File: src/design/ucer_pkg.sv
// Package with shared types, codes and the descriptor table of the endpoint-0 responder.
`timescale 1ns / 1ps
package ucer_pkg;

  localparam int unsigned STORE_BYTES = 50;
  localparam int unsigned DEV_BYTES = 18;
  localparam int unsigned CFG_BYTES = 32;
  localparam int unsigned CHUNK_BYTES = 32;

  localparam logic [1:0] KIND_SETUP = 2'd0;
  localparam logic [1:0] KIND_IN = 2'd1;
  localparam logic [1:0] KIND_OUT = 2'd2;
  localparam logic [1:0] KIND_RESET = 2'd3;

  localparam logic [1:0] HS_NAK = 2'd0;
  localparam logic [1:0] HS_ACK = 2'd1;
  localparam logic [1:0] HS_STALL = 2'd2;

  localparam logic [2:0] REQ_IDLE = 3'd0;
  localparam logic [2:0] REQ_GET_DESC = 3'd1;
  localparam logic [2:0] REQ_SET_ADDR = 3'd2;
  localparam logic [2:0] REQ_OTHER = 3'd3;
  localparam logic [2:0] REQ_STALLED = 3'd4;

  localparam logic [7:0] CODE_SET_ADDRESS = 8'd5;
  localparam logic [7:0] CODE_GET_DESCRIPTOR = 8'd6;
  localparam logic [7:0] CODE_GET_CONFIG = 8'd8;
  localparam logic [7:0] CODE_SET_CONFIG = 8'd9;
  localparam logic [7:0] CODE_GET_MAX_LUN = 8'hFE;
  localparam logic [7:0] CODE_BULK_RESET = 8'hFF;

  typedef enum logic [1:0] {
    ST_IDLE,
    ST_DECIDE,
    ST_EMIT
  } state_t;

  // Commands from the controller to the datapath.
  typedef struct packed {
    logic capture;
    logic apply;
    logic emit;
  } ctrl_t;

  // Status from the datapath to the controller.
  typedef struct packed {
    logic emit_done;
  } stat_t;

  function automatic logic [7:0] desc_byte(input logic [5:0] a);
    logic [7:0] b;
    begin
      case (a)
        6'd0: b = 8'h12; 6'd1: b = 8'h01; 6'd2: b = 8'h10; 6'd3: b = 8'h01;
        6'd4: b = 8'h00; 6'd5: b = 8'h00; 6'd6: b = 8'h00; 6'd7: b = 8'h20;
        6'd8: b = 8'h1A; 6'd9: b = 8'h86; 6'd10: b = 8'hFE; 6'd11: b = 8'h10;
        6'd12: b = 8'h01; 6'd13: b = 8'h00; 6'd14: b = 8'h00; 6'd15: b = 8'h00;
        6'd16: b = 8'h00; 6'd17: b = 8'h01;
        6'd18: b = 8'h09; 6'd19: b = 8'h02; 6'd20: b = 8'h20; 6'd21: b = 8'h00;
        6'd22: b = 8'h01; 6'd23: b = 8'h01; 6'd24: b = 8'h00; 6'd25: b = 8'hA0;
        6'd26: b = 8'h32;
        6'd27: b = 8'h09; 6'd28: b = 8'h04; 6'd29: b = 8'h00; 6'd30: b = 8'h00;
        6'd31: b = 8'h02; 6'd32: b = 8'h08; 6'd33: b = 8'h06; 6'd34: b = 8'h50;
        6'd35: b = 8'h00;
        6'd36: b = 8'h07; 6'd37: b = 8'h05; 6'd38: b = 8'h82; 6'd39: b = 8'h02;
        6'd40: b = 8'h20; 6'd41: b = 8'h00; 6'd42: b = 8'h00;
        6'd43: b = 8'h07; 6'd44: b = 8'h05; 6'd45: b = 8'h02; 6'd46: b = 8'h02;
        6'd47: b = 8'h20; 6'd48: b = 8'h00; 6'd49: b = 8'h00;
        default: b = 8'h00;
      endcase
      return b;
    end
  endfunction

endpackage

File: src/design/ucer_ctrl.sv
// Controller state machine of the endpoint-0 responder.
`timescale 1ns / 1ps
module ucer_ctrl (
  input  logic           clk,
  input  logic           rst,
  input  logic           in_fire,
  input  logic           out_fire,
  input  ucer_pkg::stat_t stat,
  output logic           in_ready,
  output logic           out_valid,
  output ucer_pkg::ctrl_t ctrl
);

  ucer_pkg::state_t state;
  ucer_pkg::state_t state_next;

  always_ff @(posedge clk) begin
    if (rst) begin
      state <= ucer_pkg::ST_IDLE;
    end else begin
      state <= state_next;
    end
  end

  always_comb begin
    state_next = state;
    in_ready = 1'b0;
    out_valid = 1'b0;
    ctrl = '0;
    case (state)
      ucer_pkg::ST_IDLE: begin
        in_ready = 1'b1;
        if (in_fire) begin
          ctrl.capture = 1'b1;
          state_next = ucer_pkg::ST_DECIDE;
        end
      end
      ucer_pkg::ST_DECIDE: begin
        ctrl.apply = 1'b1;
        state_next = ucer_pkg::ST_EMIT;
      end
      ucer_pkg::ST_EMIT: begin
        out_valid = 1'b1;
        if (out_fire) begin
          ctrl.emit = 1'b1;
          if (stat.emit_done) begin
            state_next = ucer_pkg::ST_IDLE;
          end
        end
      end
      default: state_next = ucer_pkg::ST_IDLE;
    endcase
  end

`ifndef NO_ASSERTIONS
  a_no_overlap: assert property (@(posedge clk) disable iff (rst) !(in_ready && out_valid))
    else $error("Input and output open together.");
  a_capture_then_decide: assert property (@(posedge clk) disable iff (rst)
    in_fire |=> state == ucer_pkg::ST_DECIDE)
    else $error("Accepted item was not decoded.");
  a_emit_done_idle: assert property (@(posedge clk) disable iff (rst)
    (out_fire && stat.emit_done) |=> in_ready)
    else $error("Controller did not return to idle.");
`endif

endmodule

File: src/design/ucer_datapath.sv
// Datapath of the endpoint-0 responder: request decode, state registers and byte output.
`timescale 1ns / 1ps
module ucer_datapath (
  input  logic            clk,
  input  logic            rst,
  input  ucer_pkg::ctrl_t ctrl,
  input  logic [55:0]     in_data,
  output ucer_pkg::stat_t stat,
  output logic [31:0]     out_data,
  output logic            out_last
);

  logic [55:0] item;
  logic [2:0] active_request;
  logic [7:0] remaining_bytes;
  logic [5:0] descriptor_offset;
  logic [6:0] pending_address;
  logic [6:0] address_reg;
  logic [7:0] configuration_reg;
  logic [1:0] pending_report_bits;
  logic [1:0] reported_bits;
  logic toggle_bit;
  logic [1:0] tx_hs;
  logic rx_hs;
  logic [5:0] count;
  logic [5:0] idx;
  logic single;
  logic [7:0] single_byte;
  logic single_valid;
  logic pulse;

  logic [1:0] kind;
  logic len_ok;
  logic [7:0] rt, code, vlo, vhi, ilo, len;
  logic [7:0] rem_chunk;
  logic [7:0] byte_now;
  logic [6:0] addr_sum;

  assign kind = item[1:0];
  assign len_ok = item[2];
  assign rt = item[10:3];
  assign code = item[18:11];
  assign vlo = item[26:19];
  assign vhi = item[34:27];
  assign ilo = item[42:35];
  assign len = item[50:43];

  assign rem_chunk = (remaining_bytes > 8'(ucer_pkg::CHUNK_BYTES)) ?
                     8'(ucer_pkg::CHUNK_BYTES) : remaining_bytes;
  assign addr_sum = {1'b0, descriptor_offset} + {1'b0, idx};
  assign byte_now = single ? single_byte :
                    ((addr_sum < 7'(ucer_pkg::STORE_BYTES)) ?
                     ucer_pkg::desc_byte(addr_sum[5:0]) : 8'h00);

  assign stat.emit_done = (idx == count);
  assign out_last = stat.emit_done;
  assign out_data = {2'd0, pulse, (reported_bits == 2'b11), configuration_reg, address_reg,
                     single ? single_valid : 1'b1, byte_now, toggle_bit, rx_hs, tx_hs};

  always_ff @(posedge clk) begin
    if (ctrl.capture) begin
      item <= in_data;
    end
    if (rst) begin
      active_request <= ucer_pkg::REQ_IDLE;
      remaining_bytes <= '0;
      descriptor_offset <= '0;
      pending_address <= '0;
      address_reg <= '0;
      configuration_reg <= '0;
      pending_report_bits <= '0;
      reported_bits <= '0;
      toggle_bit <= 1'b0;
      tx_hs <= ucer_pkg::HS_NAK;
      rx_hs <= 1'b0;
      count <= '0;
      idx <= '0;
      single <= 1'b1;
      single_byte <= '0;
      single_valid <= 1'b0;
      pulse <= 1'b0;
    end else if (ctrl.apply) begin
      idx <= '0;
      count <= '0;
      single <= 1'b1;
      single_byte <= '0;
      single_valid <= 1'b0;
      pulse <= 1'b0;
      case (kind)
        ucer_pkg::KIND_SETUP: begin
          tx_hs <= ucer_pkg::HS_ACK;
          rx_hs <= 1'b0;
          toggle_bit <= 1'b1;
          if (!len_ok) begin
            active_request <= ucer_pkg::REQ_STALLED;
            tx_hs <= ucer_pkg::HS_STALL;
            rx_hs <= 1'b1;
          end else if (rt[6:5] == 2'b01 && rt[4:0] == 5'd1 && ilo == 8'd0) begin
            pending_report_bits <= '0;
            if (code == ucer_pkg::CODE_GET_MAX_LUN && rt[7] && len == 8'd1) begin
              active_request <= ucer_pkg::REQ_OTHER;
              single_valid <= 1'b1;
            end else if (code == ucer_pkg::CODE_BULK_RESET && !rt[7] && len == 8'd0) begin
              active_request <= ucer_pkg::REQ_OTHER;
              pulse <= 1'b1;
            end else begin
              active_request <= ucer_pkg::REQ_STALLED;
              tx_hs <= ucer_pkg::HS_STALL;
              rx_hs <= 1'b1;
            end
          end else if (rt[6:5] != 2'b00) begin
            active_request <= ucer_pkg::REQ_STALLED;
            tx_hs <= ucer_pkg::HS_STALL;
            rx_hs <= 1'b1;
          end else begin
            pending_report_bits <= '0;
            if (code == ucer_pkg::CODE_GET_DESCRIPTOR && (vhi == 8'd1 || vhi == 8'd2)) begin
              logic [7:0] dlen;
              logic [7:0] rem;
              logic [7:0] ch;
              dlen = (vhi == 8'd1) ? 8'(ucer_pkg::DEV_BYTES) : 8'(ucer_pkg::CFG_BYTES);
              rem = (len > dlen) ? dlen : len;
              ch = (rem > 8'(ucer_pkg::CHUNK_BYTES)) ? 8'(ucer_pkg::CHUNK_BYTES) : rem;
              if (len >= dlen) begin
                pending_report_bits <= (vhi == 8'd1) ? 2'b01 : 2'b10;
              end
              active_request <= ucer_pkg::REQ_GET_DESC;
              descriptor_offset <= (vhi == 8'd1) ? 6'd0 : 6'(ucer_pkg::DEV_BYTES);
              remaining_bytes <= rem - ch;
              if (ch != 8'd0) begin
                single <= 1'b0;
                count <= 6'(ch - 8'd1);
              end
            end else if (code == ucer_pkg::CODE_SET_ADDRESS) begin
              pending_address <= vlo[6:0];
              active_request <= ucer_pkg::REQ_SET_ADDR;
            end else if (code == ucer_pkg::CODE_GET_CONFIG) begin
              active_request <= ucer_pkg::REQ_OTHER;
              if (len != 8'd0) begin
                single_valid <= 1'b1;
                single_byte <= configuration_reg;
              end
            end else if (code == ucer_pkg::CODE_SET_CONFIG) begin
              configuration_reg <= vlo;
              active_request <= ucer_pkg::REQ_OTHER;
            end else begin
              active_request <= ucer_pkg::REQ_STALLED;
              tx_hs <= ucer_pkg::HS_STALL;
              rx_hs <= 1'b1;
            end
          end
        end
        ucer_pkg::KIND_IN: begin
          if (active_request == ucer_pkg::REQ_GET_DESC) begin
            toggle_bit <= ~toggle_bit;
            remaining_bytes <= remaining_bytes - rem_chunk;
            if (rem_chunk != 8'd0) begin
              single <= 1'b0;
              count <= 6'(rem_chunk - 8'd1);
            end
          end else begin
            if (active_request == ucer_pkg::REQ_SET_ADDR) begin
              address_reg <= pending_address;
            end
            tx_hs <= ucer_pkg::HS_NAK;
            rx_hs <= 1'b0;
            toggle_bit <= 1'b0;
          end
        end
        ucer_pkg::KIND_OUT: begin
          if (active_request == ucer_pkg::REQ_GET_DESC && pending_report_bits != 2'b00) begin
            reported_bits <= reported_bits | pending_report_bits;
            pending_report_bits <= '0;
          end
          tx_hs <= ucer_pkg::HS_NAK;
          rx_hs <= 1'b0;
          toggle_bit <= 1'b0;
        end
        default: begin
          address_reg <= '0;
          configuration_reg <= '0;
          reported_bits <= '0;
          pending_report_bits <= '0;
          tx_hs <= ucer_pkg::HS_NAK;
          rx_hs <= 1'b0;
          toggle_bit <= 1'b0;
        end
      endcase
    end else if (ctrl.emit) begin
      if (stat.emit_done) begin
        if (!single) begin
          descriptor_offset <= descriptor_offset + idx + 6'd1;
        end
      end else begin
        idx <= idx + 6'd1;
      end
    end
  end

`ifndef NO_ASSERTIONS
  a_count_limit: assert property (@(posedge clk) disable iff (rst)
    count < 6'(ucer_pkg::CHUNK_BYTES))
    else $error("Chunk longer than one packet.");
  a_idx_bound: assert property (@(posedge clk) disable iff (rst) idx <= count)
    else $error("Byte index ran past the chunk.");
  a_single_one: assert property (@(posedge clk) disable iff (rst) single |-> count == 6'd0)
    else $error("Single result with a byte count.");
`endif

endmodule

File: src/design/usb_control_endpoint_responder.sv
// Top level of the endpoint-0 control responder.
//   channel | direction | fields
//   s_axis  | in        | tdata: kind, setup_length_ok, setup_type, request_code,
//           |           |        value_low, value_high, index_low, length_low
//   m_axis  | out       | tdata: response and status fields; tlast: last
// An item is accepted in the idle state, decoded in the decide state and then emitted
// at one result per cycle while the output is ready: up to 32 descriptor bytes, counted
// by the byte counter of the output sequencer.
// One item is in work at a time; a stalled output holds the current result.
// Synchronous active-high reset returns to idle with address, configuration and report
// state cleared.
`timescale 1ns / 1ps
module usb_control_endpoint_responder (
  input  logic        clk,
  input  logic        rst,
  input  logic        s_axis_tvalid,
  output logic        s_axis_tready,
  // kind[1:0], setup_length_ok[2], setup_type[10:3], request_code[18:11],
  // value_low[26:19], value_high[34:27], index_low[42:35], length_low[50:43]
  input  logic [55:0] s_axis_tdata,
  output logic        m_axis_tvalid,
  input  logic        m_axis_tready,
  // tx_response[1:0], rx_response[2], tx_data_toggle[3], data_byte[11:4],
  // data_valid[12], device_address[19:13], config_value[27:20], enumerated[28],
  // bulk_reset_pulse[29]
  output logic [31:0] m_axis_tdata,
  output logic        m_axis_tlast
);

  ucer_pkg::ctrl_t ctrl;
  ucer_pkg::stat_t stat;

  ucer_ctrl u_ctrl (
    .clk(clk),
    .rst(rst),
    .in_fire(s_axis_tvalid && s_axis_tready),
    .out_fire(m_axis_tvalid && m_axis_tready),
    .stat(stat),
    .in_ready(s_axis_tready),
    .out_valid(m_axis_tvalid),
    .ctrl(ctrl)
  );

  ucer_datapath u_dp (
    .clk(clk),
    .rst(rst),
    .ctrl(ctrl),
    .in_data(s_axis_tdata),
    .stat(stat),
    .out_data(m_axis_tdata),
    .out_last(m_axis_tlast)
  );

endmodule

File: config.mk
export PLATFORM = sky130hd
export DESIGN_NAME = usb_control_endpoint_responder
export DESIGN_NICKNAME = d
export VERILOG_FILES = /design/src/design/ucer_pkg.sv /design/src/design/ucer_ctrl.sv /design/src/design/ucer_datapath.sv /design/src/design/usb_control_endpoint_responder.sv
export SDC_FILE = /design/constraint.sdc
export NUM_CORES = 1
export LEC_CHECK = 0
export BUFFER_PORTS_ARGS = -buffer_cell sky130_fd_sc_hd__clkbuf_2
export CAP_MARGIN = 10
export CORE_ASPECT_RATIO = 0.75
export CORE_MARGIN = 2
export CORE_UTILIZATION = 57
export CTS_CLUSTER_SIZE = 25
export DETAILED_ROUTE_END_ITERATION = 12
export HOLD_SLACK_MARGIN = 0.05
export MAX_ROUTING_LAYER = met4
export PLACE_DENSITY = 0.92
export REMOVE_ABC_BUFFERS = 1
export SLEW_MARGIN = 20
export SYNTH_ARGS = -nofsm -noshare
export SYNTH_HDL_FRONTEND = slang
export SYNTH_SLANG_ARGS = --single-unit
File: constraint.sdc
create_clock -name clk -period 4.5 [get_ports clk]
set_clock_uncertainty 0.15 [all_clocks]
set_input_delay 0.225 -clock clk [delete_from_list [all_inputs] [get_ports clk]]
set_output_delay 0.225 -clock clk [all_outputs]
set_load 0.02 [all_outputs]
After elaboration in Yosys (flattened, before gate mapping)
Memory sizes are Yosys's and may differ from the RTL's.
Index checks and enable logic that the tools add are counted.
{ "totals": {"ff_bits": 123, "latch_bits": 0, "ram_bits": 0, "rom_bits": 512, "out_inout_bits": 35, "elab_cells": 249, "memories": 1} }
{ "op_classes": {"add_sub_neg": 8, "n_mul": 0, "div_mod_pow": 0, "order_cmp": 5, "n_eq_ne": 41, "shifts": 0, "n_mux": 126, "bitwise_logic": 10, "reduce_logical": 39} }
{ "mem_list": {"columns": ["memory", "words", "word_bits", "rd", "rd_clocked_by_memory_dff", "write_ports", "line_no", "source"], "rows": [
  ["(no name shown)", 64, 8, 1, 0, 0, "ucer_pkg.sv:53", "case (a)"]
]} }
{ "ops": {"columns": ["operator", "count"], "rows": [
  ["8-bit two-way mux", 25],
  ["6-bit two-way mux", 17],
  ["2-bit two-way mux", 21],
  ["1-bit two-way mux", 40],
  ["8-bit case mux with 2 select lines", 2],
  ["3-bit two-way mux", 9],
  ["8-bit nonzero test", 3],
  ["2-bit by 1-bit != test with 1-bit output (second input constant)", 11],
  ["2-bit != test (second input constant)", 10],
  ["8-bit by 1-bit == test with 1-bit output (second input constant)", 2],
  ["8-bit by 3-bit == test with 1-bit output (second input constant)", 2],
  ["8-bit by 4-bit == test with 1-bit output (second input constant)", 2],
  ["8-bit == test (second input constant)", 2],
  ["8-bit by 6-bit > comparator with 1-bit output (second input constant)", 2],
  ["8-bit logical NOT", 2],
  ["8-bit subtractor", 2],
  ["7-bit two-way mux", 2],
  ["7-bit case mux with 2 select lines", 1],
  ["7-bit AND reduction", 2],
  ["6-bit by 1-bit adder with 6-bit output (second input constant)", 2],
  ["2-bit case mux with 3 select lines", 2],
  ["6-bit case mux with 2 select lines", 1],
  ["6-bit by 1-bit subtractor with 6-bit output (second input constant)", 2],
  ["1-bit logical AND", 10],
  ["29 further kinds", 55]
]} }

Depth between registers and ports, before layout
{ "depth": {"word_depth": 13, "ltp_mapped": 15, "depth_no_buf": 15} }

Modules after synthesis
A second synthesis with hierarchy kept.
{ "unflattened": {"cells_unflattened": 692, "hier_area_um2": 6641.4} }
{ "by_module_without_submodules": {"columns": ["module", "n_inst", "cells_per_inst", "area_each_um2", "seq_area_each_um2"], "rows": [
  ["ucer_datapath", 1, 679, 6535.0, 2912.8],
  ["ucer_ctrl", 1, 11, 93.8, 40.0],
  ["usb_control_endpoint_responder", 1, 2, 12.5, 0.0]
]} }

Worst setup path after synthesis
Ideal clock, no wire load.
{ "synth_timing": {"kind": "register to register", "startpoint": "register u_dp.item[34]", "endpoint": "register u_dp.remaining_bytes[2]", "setup_ns": 0.132, "arrival_time_ns": 3.604, "slack_ns": 0.614, "stages_incl_launch_ff": 16, "path_buffers": 0, "synth_period_minus_slack_ns": 3.886, "cell_sequence": "edfxtp_1 -> or4b_2 -> nor2_2 -> inv_1 -> ha_1 -> nor3b_1 -> o211ai_1 -> o221ai_1 -> nor2b_1 -> nand2_1 -> ha_1 -> and3_1 -> a22o_1 -> and3_1 -> o21ai_0 -> a31oi_1"} }
{ "synth_via": {"elab_chain_cells": 12} }
{ "synth_rtl": {"columns": ["element", "line_no", "source"], "rows": [
  ["start: declaration", "ucer_datapath.sv:13", "logic [55:0] item;"],
  ["start signal: assignment", "ucer_datapath.sv:62", "item <= in_data;"],
  ["8-bit by 1-bit == test with 1-bit output", "ucer_datapath.sv:117, ucer_datapath.sv:121", null],
  ["6-bit two-way mux", "ucer_datapath.sv:121", "dlen = (vhi == 8'd1) ? 8'(ucer_pkg::DEV_BYTES) : 8'(ucer_pkg::CFG_BYTES);"],
  ["8-bit by 6-bit > comparator with 1-bit output", "ucer_datapath.sv:122", "rem = (len > dlen) ? dlen : len;"],
  ["8-bit two-way mux", "ucer_datapath.sv:122", null],
  ["8-bit by 6-bit > comparator with 1-bit output", "ucer_datapath.sv:123", "ch = (rem > 8'(ucer_pkg::CHUNK_BYTES)) ? 8'(ucer_pkg::CHUNK_BYTES) : rem;"],
  ["8-bit two-way mux", "ucer_datapath.sv:123", null],
  ["8-bit subtractor", "ucer_datapath.sv:129", "remaining_bytes <= rem - ch;"],
  ["8-bit two-way mux", "ucer_datapath.sv:117", "if (code == ucer_pkg::CODE_GET_DESCRIPTOR && (vhi == 8'd1 || vhi == 8'd2)) begin"],
  ["8-bit two-way mux", "ucer_datapath.sv:111", "end else if (rt[6:5] != 2'b00) begin"],
  ["8-bit two-way mux", "ucer_datapath.sv:98", "end else if (rt[6:5] == 2'b01 && rt[4:0] == 5'd1 && ilo == 8'd0) begin"],
  ["8-bit two-way mux", "ucer_datapath.sv:94", "if (!len_ok) begin"],
  ["8-bit case mux with 2 select lines", "ucer_datapath.sv:89", "case (kind)"],
  ["end signal: assignment", "ucer_datapath.sv:129", null],
  ["end signal: assignment", "ucer_datapath.sv:156", "remaining_bytes <= remaining_bytes - rem_chunk;"],
  ["end: declaration", "ucer_datapath.sv:15", "logic [7:0] remaining_bytes;"]
]} }
Several ways; a longest one is shown, not always the timed one. The select of a mux whose other input is x is not followed.
A chain may end at the register's enable or synchronous reset.

Final worst setup path
{ "layout_timing": {"startpoint": "register u_dp.item[34]", "endpoint": "register u_dp.count[4]"} }
{ "layout_via": {"elab_chain_cells": 13} }
{ "layout_rtl": {"columns": ["element", "line_no", "source"], "rows": [
  ["8-bit by 1-bit == test with 1-bit output", "ucer_datapath.sv:117, ucer_datapath.sv:121", null],
  ["6-bit two-way mux", "ucer_datapath.sv:121", null],
  ["8-bit by 6-bit > comparator with 1-bit output", "ucer_datapath.sv:122", null],
  ["8-bit two-way mux", "ucer_datapath.sv:122", null],
  ["8-bit by 6-bit > comparator with 1-bit output", "ucer_datapath.sv:123", null],
  ["8-bit two-way mux", "ucer_datapath.sv:123", null],
  ["6-bit by 1-bit subtractor with 6-bit output or 8-bit nonzero test (tied branches)", "ucer_datapath.sv:132, ucer_datapath.sv:130", null],
  ["6-bit two-way mux", "ucer_datapath.sv:130", "if (ch != 8'd0) begin"],
  ["6-bit two-way mux *", "ucer_datapath.sv:117", null],
  ["6-bit two-way mux *", "ucer_datapath.sv:111", null],
  ["6-bit two-way mux *", "ucer_datapath.sv:98", null],
  ["6-bit two-way mux *", "ucer_datapath.sv:94", null],
  ["6-bit case mux with 2 select lines *", "ucer_datapath.sv:89", null],
  ["end signal: assignment", "ucer_datapath.sv:132", "count <= 6'(ch - 8'd1);"],
  ["end signal: assignment", "ucer_datapath.sv:159", "count <= 6'(rem_chunk - 8'd1);"],
  ["end: declaration", "ucer_datapath.sv:25", "logic [5:0] count;"]
]} }
Mark *: on every way between the ends. The rest lies on a longest branch, timed or not.

==> out/qor.txt <==
Outcome: finished clean
Post-route setup TNS: 0 ns
Max reg flops: 51
Die area: 11,960 sq um
FILL cells: 667
RSZ-0062 raised after global routing: no
Post-synth ARST share: 0%
# DRC: 0
Crit end category: register
Worst hold path startpoint: rst
CTS Buf Count: 17
Final setup vio count: 0
Post-DP HPWL: 11,290 um
I/O pins: 95
Drt wl/cell: 20.66 um
Vias: 6,325
Vias in the first global route: 5,950
Fin nets: 899
Avg Cell Area, Syn: 9.301 sq um
Total wire length: 20,000 um
Overflow after GRT: 0
Global-route wire length before repair: 30,570 um
Count of buffer and inverter cells on the critical path: 2
Crit-path cells: or4b_2, nor2_4, inv_1, ha_1, o21ai_0, nand2_1, o21ai_0, buf_4, nand3_1, ha_1, and3_1, a211oi_4, o2111ai_1, a21oi_1
Die W: 125.6 um
Slew Viols, Final: 0
Layout area overhead: 25.82%
Worst VDD drop: 0.3004 mV
Port Buffers: 87
Critical path launch point: u_dp.item[34]$_DFFE_PP_
Top reg by flops: u_dp.item
Post-CTS Setup Bufs: 0
Core Area: 10,860 sq um
Final Hold Viols: 0
PwrDens: 352.1 nW/um^2
Yosys cell types: 69
Max Freq: 235.0 MHz
Area contributors post-synth: edfxtp_1, dfxtp_1, a21oi_1, ha_1, nor2_1
Final GP Congestion: 0.9196
Worst min path class: input pin to register
Maxcap violations: 0
Sequential Area: 2953 sq um
Clock buffer depth: 2
Leak pwr: 3.201 nW
Syn Inst Count: 680
Layout cell share with drive strength beyond 1: 16.57%
Ys flop type: dfxtp_1
Count leader, synth: nor2_1
Number of routed nets with antenna violations: 0
Slowest stage cell on the critical path: or4b_2
Chip height: 95.23 um
Reg-to-Reg Start: u_dp.item[34]$_DFFE_PP_
EDFF count, synth: 51
Overall Power: 2.802 mW
Num rows: 33
Skew-Pair Late Insertion Delay: 0.43 ns
DR vias/cell: 6.534
Crit start category: register
Top cell type by total area after synthesis: edfxtp_1
CTS Root Cell: clkbuf_16
Htree depth: 4
Max transition margin: 40.47%
Period utilisation layout: 94.56%
Clock transition at path regs: 0.06 ns
Number of synthesized register bits: 122
1st-iter DRT viols: 876
Multi-input logic area: 3166 sq um
Synth warnings: 0
Clock sink total: 122
Share of the synthesized area in the top cell type: 24.21%
Initial antenna violation count: 1
Arrival @ worst endpoint: 4.46 ns
Seq/Total Area, Yosys: 46.69%
Clock period minus worst slack: 4.255 ns
Cell area after synthesis: 6325 sq um
TritonCTS clock tree: yes
Total Routing Usage GR: 33.93%
Critical Path RT: 4.70 ns
Worst Max-Slew Pin Slew: 0.8866 ns
Drt pass-1 iters: 7
Critical path's top delay family: simple AND/OR/NAND/NOR gates
Initial Util: 58.24%
CP max FO: 6
Setup Crit Path Kind: register to register
CP peak stage delay: 0.75 ns
Most frequent cells after synthesis: nor2_1, dfxtp_1, nand2_1
Largest net degree at the start of global routing: 52
[layer usage]
layer	up-vias	track usage (%)	wire [um]
met5	-	-	0
li1	2773	-	-
met4	0	16.67	1034
met1	2913	39.67	7540
met2	513	56.17	9282
met3	126	7.744	2144
[worst min-delay path: stages]
cell,delay (ns)
clkbuf_2,0.09
buf_4,0.29
nor2_1,0.15
[kinds of logic (layout without fill, tap and decap cells)]
family,after synthesis,after routing,share of synthesized area [%]
muxes,10,10,1.583
other,2,5,0.1187
and+or+nand+nor,252,252,19.43
buffers and inverters,58,203,3.798
DFF,122,122,46.69
xor gates and xnor gates,26,26,3.600
AOI/OAI and AO/OA,185,185,19.60
adders and majority gates,25,25,5.183
[what timing repair did]
action / 4_1_cts / 5_1_grt
hold endpoints to repair: 53 / 0
setup endpoints to repair: 0 / 9
resized for setup: 0 / 4
hold buffers: 53 / 0
[per-stage QoR]
stage               instances  utilization, %  setup slack, ns  instance area [sq um]  hold WS (ns)
floorplan                 649               -           0.6203                   6186        0.1441
global placement          882           63.01           0.4598                   6843        0.2516
detailed placement        882           63.01           0.2949                   6843        0.2536
CTS                       967           73.03           0.1845                   7930        0.1855
global route              968           73.28          0.05104                   7958        0.2341
finish                    968           73.28           0.2450                   7958        0.2367
[cell usage in the layout, fill, tap and decap left out, drive strengths merged, types with 16 or more instances in the layout]
master and n:
inv 34, clkbuf 104, a21oi 58, a22o 16, nor2 75, dfxtp 71
nand2 64, nand3 34, edfxtp 51, o21ai 36, dlygate4sd3 53, nor3 18
ha 23
[area by class of cell]
class / count / share of cell area, %
multi-input cells: 502 / 39.78
flip-flops and latches: 122 / 37.11
repair buffers: 146 / 12.70
clock buffers: 17 / 5.346
well taps: 140 / 2.201
clock inverters: 15 / 1.651
inverters: 25 / 1.179
diodes: 1 / 0.03145
[where the power goes]
| group | switching [mW] | internal, mW |
|---|---|---|
| Clock | 0.580 | 0.725 |
| Combinational | 0.154 | 0.101 |
| Sequential | 0.0369 | 1.20 |
| Total | 0.771 | 2.03 |
[path summary, 6_finish.rpt]
path | end | slack (ns) | cells after the start
setup / recovery | u_dp.count[4]$_SDFFE_PP0P_ | 0.24 | 14
hold / removal | u_ctrl.state[1]$_SDFFE_PP0P_ | 0.24 | 3
setup reg to reg | u_dp.count[4]$_SDFFE_PP0P_ | 0.24 | 14
hold reg to reg | u_dp.address_reg[0]$_SDFFE_PP0P_ | 0.33 | 2
(Power assumes the default switching activity.)
